`src/rtl/rau_pkg.sv`:
```
// Package for the rational arithmetic unit: action and error codes, widths,
// controller state type and controller/datapath command and status structs.
// No dependencies.
`default_nettype none
package rau_pkg;
  localparam int unsigned DataW = 32;
  localparam int unsigned ResDenW = 31;
  localparam int unsigned DefWidth = 32;

  typedef enum logic [2:0] {
    ACT_ADD = 3'd0, ACT_SUB = 3'd1, ACT_MUL = 3'd2,
    ACT_DIV = 3'd3, ACT_EQ  = 3'd4, ACT_GT  = 3'd5,
    ACT_NOP6 = 3'd6, ACT_NOP7 = 3'd7
  } action_e;

  typedef enum logic [1:0] {
    ERR_OK = 2'd0, ERR_ZDEN = 2'd1, ERR_DIVZ = 2'd2, ERR_OVF = 2'd3
  } error_e;

  typedef enum logic [3:0] {
    ST_IDLE, ST_LOAD, ST_MUL, ST_COMB, ST_GCD_START, ST_GCD, ST_DIVN_START,
    ST_DIVN, ST_DIVD_START, ST_DIVD, ST_FINISH, ST_OUT
  } state_e;

  typedef struct packed {
    logic load;
    logic mul;
    logic comb;
    logic div_start;
    logic div_step;
    logic [1:0] div_sel;   // 0 gcd remainder, 1 num/g, 2 den/g
    logic gcd_swap;
    logic take_q_num;
    logic take_q_den;
    logic finish;
  } ctrl_cmd_t;

  typedef struct packed {
    logic early;       // result already settled (error, compare, nop)
    logic gcd_done;    // y == 0
    logic div_done;
  } dp_stat_t;
endpackage
`default_nettype wire

```
`src/rtl/rau_ctrl.sv`:
```
// Controller FSM for the rational arithmetic unit.
// Depends on rau_pkg.
`default_nettype none
module rau_ctrl import rau_pkg::*; (
  input  wire logic      clk_i,
  input  wire logic      rst_ni,
  input  wire logic      in_valid_i,
  output logic           in_ready_o,
  output logic           out_valid_o,
  input  wire logic      out_ready_i,
  input  dp_stat_t       stat_i,
  output ctrl_cmd_t      cmd_o
);
  state_e state_q, state_d;

  always_ff @(posedge clk_i or negedge rst_ni) begin
    if (!rst_ni) state_q <= ST_IDLE;
    else state_q <= state_d;
  end

  always_comb begin
    state_d = state_q;
    cmd_o = '0;
    in_ready_o = 1'b0;
    out_valid_o = 1'b0;
    unique case (state_q)
      ST_IDLE: begin
        in_ready_o = 1'b1;
        if (in_valid_i) begin
          cmd_o.load = 1'b1;
          state_d = ST_LOAD;
        end
      end
      ST_LOAD: begin
        cmd_o.mul = 1'b1;
        state_d = ST_MUL;
      end
      ST_MUL: begin
        cmd_o.comb = 1'b1;
        state_d = ST_COMB;
      end
      ST_COMB: begin
        if (stat_i.early) state_d = ST_OUT;
        else state_d = ST_GCD_START;
      end
      ST_GCD_START: begin
        if (stat_i.gcd_done) state_d = ST_DIVN_START;
        else begin
          cmd_o.div_start = 1'b1;
          cmd_o.div_sel = 2'd0;
          state_d = ST_GCD;
        end
      end
      ST_GCD: begin
        cmd_o.div_step = 1'b1;
        cmd_o.div_sel = 2'd0;
        if (stat_i.div_done) begin
          cmd_o.gcd_swap = 1'b1;
          state_d = ST_GCD_START;
        end
      end
      ST_DIVN_START: begin
        cmd_o.div_start = 1'b1;
        cmd_o.div_sel = 2'd1;
        state_d = ST_DIVN;
      end
      ST_DIVN: begin
        cmd_o.div_step = 1'b1;
        cmd_o.div_sel = 2'd1;
        if (stat_i.div_done) begin
          cmd_o.take_q_num = 1'b1;
          state_d = ST_DIVD_START;
        end
      end
      ST_DIVD_START: begin
        cmd_o.div_start = 1'b1;
        cmd_o.div_sel = 2'd2;
        state_d = ST_DIVD;
      end
      ST_DIVD: begin
        cmd_o.div_step = 1'b1;
        cmd_o.div_sel = 2'd2;
        if (stat_i.div_done) begin
          cmd_o.take_q_den = 1'b1;
          state_d = ST_FINISH;
        end
      end
      ST_FINISH: begin
        cmd_o.finish = 1'b1;
        state_d = ST_OUT;
      end
      ST_OUT: begin
        out_valid_o = 1'b1;
        if (out_ready_i) state_d = ST_IDLE;
      end
      default: state_d = ST_IDLE;
    endcase
  end

  ap_no_in_when_out: assert property (@(posedge clk_i) disable iff (!rst_ni)
    !(in_ready_o && out_valid_o)) else $error("accept while result pending");
  ap_out_holds: assert property (@(posedge clk_i) disable iff (!rst_ni)
    out_valid_o && !out_ready_i |=> out_valid_o) else $error("result dropped");
  ap_load_goes: assert property (@(posedge clk_i) disable iff (!rst_ni)
    cmd_o.load |=> state_q == ST_LOAD) else $error("load lost");
endmodule
`default_nettype wire

```
`config.mk`:
```
export PLATFORM = sky130hd
export DESIGN_NAME = rau_ctrl
export DESIGN_NICKNAME = d
export VERILOG_FILES = /design/src/rtl/rau_pkg.sv /design/src/rtl/rau_ctrl.sv
export SDC_FILE = /design/constraint.sdc
export NUM_CORES = 1
export LEC_CHECK = 0
export ABC_AREA = 1
export BUFFER_PORTS_ARGS = -buffer_cell sky130_fd_sc_hd__buf_2
export CAP_MARGIN = 20
export CORE_AREA = 2 2 39 41
export DETAILED_ROUTE_END_ITERATION = 8
export DIE_AREA = 0 0 41 43
export GPL_TIMING_DRIVEN = 0
export PLACE_DENSITY = 0.59
export SKIP_LAST_GASP = 1
export SLEW_MARGIN = 5
export SYNTH_ARGS = -nofsm -noshare
export SYNTH_HDL_FRONTEND = slang
export SYNTH_SLANG_ARGS = --single-unit
```
`constraint.sdc`:
```
create_clock -name clk_i -period 1.1 [get_ports clk_i]
set_input_delay 0.055 -clock clk_i [delete_from_list [all_inputs] [get_ports clk_i]]
set_output_delay 0.055 -clock clk_i [all_outputs]
set_load 0.05 [all_outputs]
```
== After elaboration in Yosys (flattened, before gate mapping) ==
Index checks and enable logic that the tools add are counted.

* Equality and inequality tests: 16
* Multiplexer cells: 23
* Reductions and logical operators: 6

{| class="wikitable"
|+ Operators with widths
! operator !! count
|-
| one-hot mux 4 bit (12 select lines) || 1
|-
| 2-to-1 mux 4 bit || 6
|-
| == test 4 x 3 -> 1 bit, second input constant || 4
|-
| == test 4 bit, second input constant || 4
|-
| 2-to-1 mux 1 bit || 13
|-
| inequality test 2 bit, second input constant || 5
|-
| == test 4 x 2 -> 1 bit, second input constant || 2
|-
| OR reduction 2 bit || 3
|-
| AND reduction 5 bit || 1
|-
| == test 4 x 1 -> 1 bit, second input constant || 1
|-
| zero test 4 bit || 1
|-
| one-hot mux 2 bit (2 select lines) || 1
|-
| OR reduction 3 bit || 1
|-
| 2-to-1 mux 2 bit || 1
|-
| one-hot mux 1 bit (2 select lines) || 1
|}

* Bits in registers: 4
* Input port bits: 7
* Output and inout bits: 13
* Word-level logic and storage cells: 46

== Depth between registers and ports, before layout ==
* Depth after elaboration: 3
* Gate-level depth with buffers: 8
* Depth with buffers taken out: 8

== Least setup slack after synthesis ==
Ideal clock, no wire load.

* Path type: register to output
* Start point: register state_q[1]
* End point: output port cmd_o[7] in the netlist's numbering
* Data arrival time: 1.822 ns
* Required time: 1.045 ns
* Path slack: -0.777 ns
* Stages on the path, launching flop included: 4
* Buffers on the path: 0
* Cells stage by stage: dfrtp_1 > nor2_1 > inv_1 > o21ai_0

{| class="wikitable"
|+ RTL lines
! item !! line !! source
|-
| start: declaration || rau_ctrl.sv:14 || <nowiki>state_e state_q, state_d;</nowiki>
|-
| start signal: assignment || rau_ctrl.sv:18 || <nowiki>else state_q <= state_d;</nowiki>
|-
| end: declaration || rau_ctrl.sv:12 || <nowiki>output ctrl_cmd_t cmd_o</nowiki>
|}

==> impl_metrics.toml <==
[cells_and_area]
largest_reg_flops = 4
share_of_cells_above_drive_strength_1_pct = 68.8
reg_top3 = "state_q (4)"
top_register = "state_q"
filler_free_cell_count_of_the_finished_design = 128
total_number_of_nets_in_the_final_design = 121
area_growth_syn_to_layout_pct = 127
n_antenna_cell = 0

[yosys]
number_of_synthesized_register_bits = 4
synth_top_flop_cell = "dfrtp_1"
synth_most_common_cell = "nand2_1"
synth.yosys.seq_area_share_pct = 24.2
yosys_warning_count = 0
syn_avg_cell_area_um2 = 5.45
synth_area_um2 = 414
synth_nets = 83
ys_types = 17
top_area_cell_type_share_of_the_netlist_area_pct = 24.2
synth_area_leader_cell = "dfrtp_1"
async_reset_ff_share_pct = 100
synth.top_cells.by_count = "nand2_1 (21), nor2_1 (16), inv_1 (12)"
syn_inst = 76
synth.top_cells.by_area = "dfrtp_1 (24%), nand2_1 (19%), nor2_1 (15%)"
synth_edf_count = 0

[die]
die_height_um = 43
fp.dieW_um = 41
ioPinCount = 20
floorplan.die_area_um2 = 1760
initial_utilization_pct = 29.9
num_rows = 14
coreArea_um2 = 1380

[pwr]
net-switching-power_w = 0.00158
cellInternalPower_w = 0.00123
comb_power_share_pct = 80.7
power.sequential.fraction_pct = 12.6
irDropWorstVdd_mv = 1.67
power_density_nw_per_um2 = 2990
clockPowerShare_pct = 6.7
netSwitchingFraction_pct = 56.2
total_leakage_power_nw = 0.467
report.power.total_w = 0.00281

[clocking]
cts_inserted_buffers = 3
htree_levels = 1
number_of_buffers_on_the_longest_clock_path = 2
clock_sinks = 4
path_clk_slew_ps = 40
insertion_delay_ps = 240
cts_tree = "yes"
clockRootBuffer = "clkbuf_4"

[worst_hold_path]
hold_class = "in -> async"

[timing]
hold_viol_final = 0
setup-violations-final = 17
final.setup_skew_ps = 10.4
slew_violations = 0
finalCritPeriodShare_pct = 131
setup_slack_ps = -343
grt_setup_unrepaired = "yes"
fin_crit_ps = 1440
worst_slew_pin_slew_ps = 248
fmax_mhz = 693
tightest_slew_margin_relative_to_the_limit_pct = 83.4

[place]
placed_instance_count = 111
buffer_ports.inserted = 19
dp_hpwl_um = 939
gp_routability_congestion = 0.829
preCtsSetupSlack_ps = -276

[worst_setup_path]
max_stage_delay_ps = 450
worst_setup_path_end_kind = "output pin"
timing.critical_path.buf_inv = 2
crit_path_max_fanout = 5
critical_path_arrival_ps = 1390
timing.critical_path.from_type = "register"
critPathRequiredTime_ps = 1040
timing.critical_path.cells = "nor2_4 -> buf_6 -> nand2_2 -> nor2_2 -> buf_6"
cp_top_family = "flip-flops"
critical_path.most_common_cell = "buf_6"
crit_slowest_cell = "dfrtp_2"
crit_type = "reg -> out"

[routing]
drt-total-wl_mm = 1.40
route.detailed.vias_per_inst = 4.72
post-route-drc-count = 0
antenna_left = 0
vias = 604
avgRoutedWirePerCell_um = 11.0
detailedRoute.firstPassIterationCount = 2
drt_iter0_drc = 6

[global_route]
largest_net_degree_at_the_start_of_global_routing = 6
grt_first_pass_wirelength_mm = 2.46
use_met2_pct = 33.1
met3_use_gr_pct = 5.24
grt.overflow.total = 0
gr-max-usage-layer = "met2"
globalRouteMet1Util_pct = 24.7
first_global_vias = 604
grt_antenna_before_repair = 0
grtUsageTotal_pct = 20.4

[outcome]
outcome = "finished, violations left"
failed_checks = "negative setup slack"

[job]
max_cap_viol_count = 0
power groups by stage:
stage | Clock, W | Combinational (W) | Sequential (W)
after CTS | 0.000183 | 0.00220 | 0.000346
after detailed placement | 0 | 0.00161 | 0.000364
after global placement | 0 | 0.00160 | 0.000363
after global routing | 0.000212 | 0.00245 | 0.000364
final | 0.000188 | 0.00227 | 0.000355
after floorplan | 0 | 0.00134 | 0.000342
logic make-up after synthesis:
group                  synth area share (%)
DFF                                    24.2
and+or+nand+nor                        52.9
AOI/OAI and AO/OA                      9.37
buffers and inverters                  13.6
path summary, 6_finish.rpt:
check                                       start                      to  slack, ps  depth (start not counted)
max                        state_q[3]$_DFFE_PN0P_                cmd_o[3]       -340                          5
min                                        rst_ni  state_q[1]$_DFFE_PN0P_        150                          2
max reg2reg                state_q[3]$_DFFE_PN0P_  state_q[2]$_DFFE_PN0P_       -240                          7
min reg2reg                state_q[1]$_DFFE_PN0P_  state_q[1]$_DFFE_PN0P_        700                          3
max in group asynchronous                  rst_ni  state_q[0]$_DFFE_PN0P_        810                          2
min in group clk_i                      stat_i[0]  state_q[0]$_DFFE_PN0P_        150                          4
worst reg2reg max path, cell delays in order (launching register included):
cell and delay (ps):
dfrtp_2 450, nor2_4 220, nand2_2 100, buf_6 140, buf_4 130, nand2_1 50, nor2_1 50, o21bai_1 120
final cells by class:
type / count / area (um^2)
multi-input combinational: 57 / 418
sequential: 4 / 104
fill: 120 / 444
timing repair buffer: 33 / 314
inverter: 15 / 61.3
tap: 16 / 20.0
clock buffer: 3 / 22.5
cell usage in the layout (no fill, tap or decap), types with 2 or more instances in the layout:
master | synthesis | routed
clkbuf_4 | 0 | 3
nand2_4 | 0 | 3
nor2_2 | 2 | 6
nor2_1 | 16 | 2
dfrtp_2 | 0 | 3
inv_4 | 0 | 2
nor3_4 | 0 | 2
buf_8 | 0 | 5
buf_2 | 0 | 6
nand2_2 | 2 | 6
nor2_4 | 0 | 10
inv_2 | 3 | 6
nand2_1 | 21 | 14
inv_1 | 12 | 7
buf_6 | 0 | 11
a21oi_2 | 1 | 2
buf_4 | 0 | 10
nand3_1 | 5 | 4
per-stage QoR:
step | setup TNS, ps | area, um^2 | hold slack, ps | util [%]
5_1_grt | -5650 | 940 | 153 | 67.9
4_1_cts | -4050 | 912 | 150 | 65.9
3_3_place_gp | -2200 | 633 | -141 | 45.8
3_5_place_dp | -2290 | 633 | -140 | 45.8
2_1_floorplan | -941 | 518 | -241 | -
6_report | -4400 | 940 | 147 | 67.9
per-layer routing:
metal,part of all wire (%),wire length (um)
met2,52,736
met4,0,0
met3,5.6,79
met5,0,0
met1,42,587
repair_timing:
| item | in CTS | in global routing |
|---|---|---|
| gates resized for setup | 47 | 7 |
| pin swaps | 9 | 4 |
| endpoints found under the hold margin | 4 | 0 |
| hold buffers | 1 | 0 |
| buffers inserted | 12 | 1 |
| setup endpoints to repair | 17 | 17 |
Power figures use the tool's default switching activity.
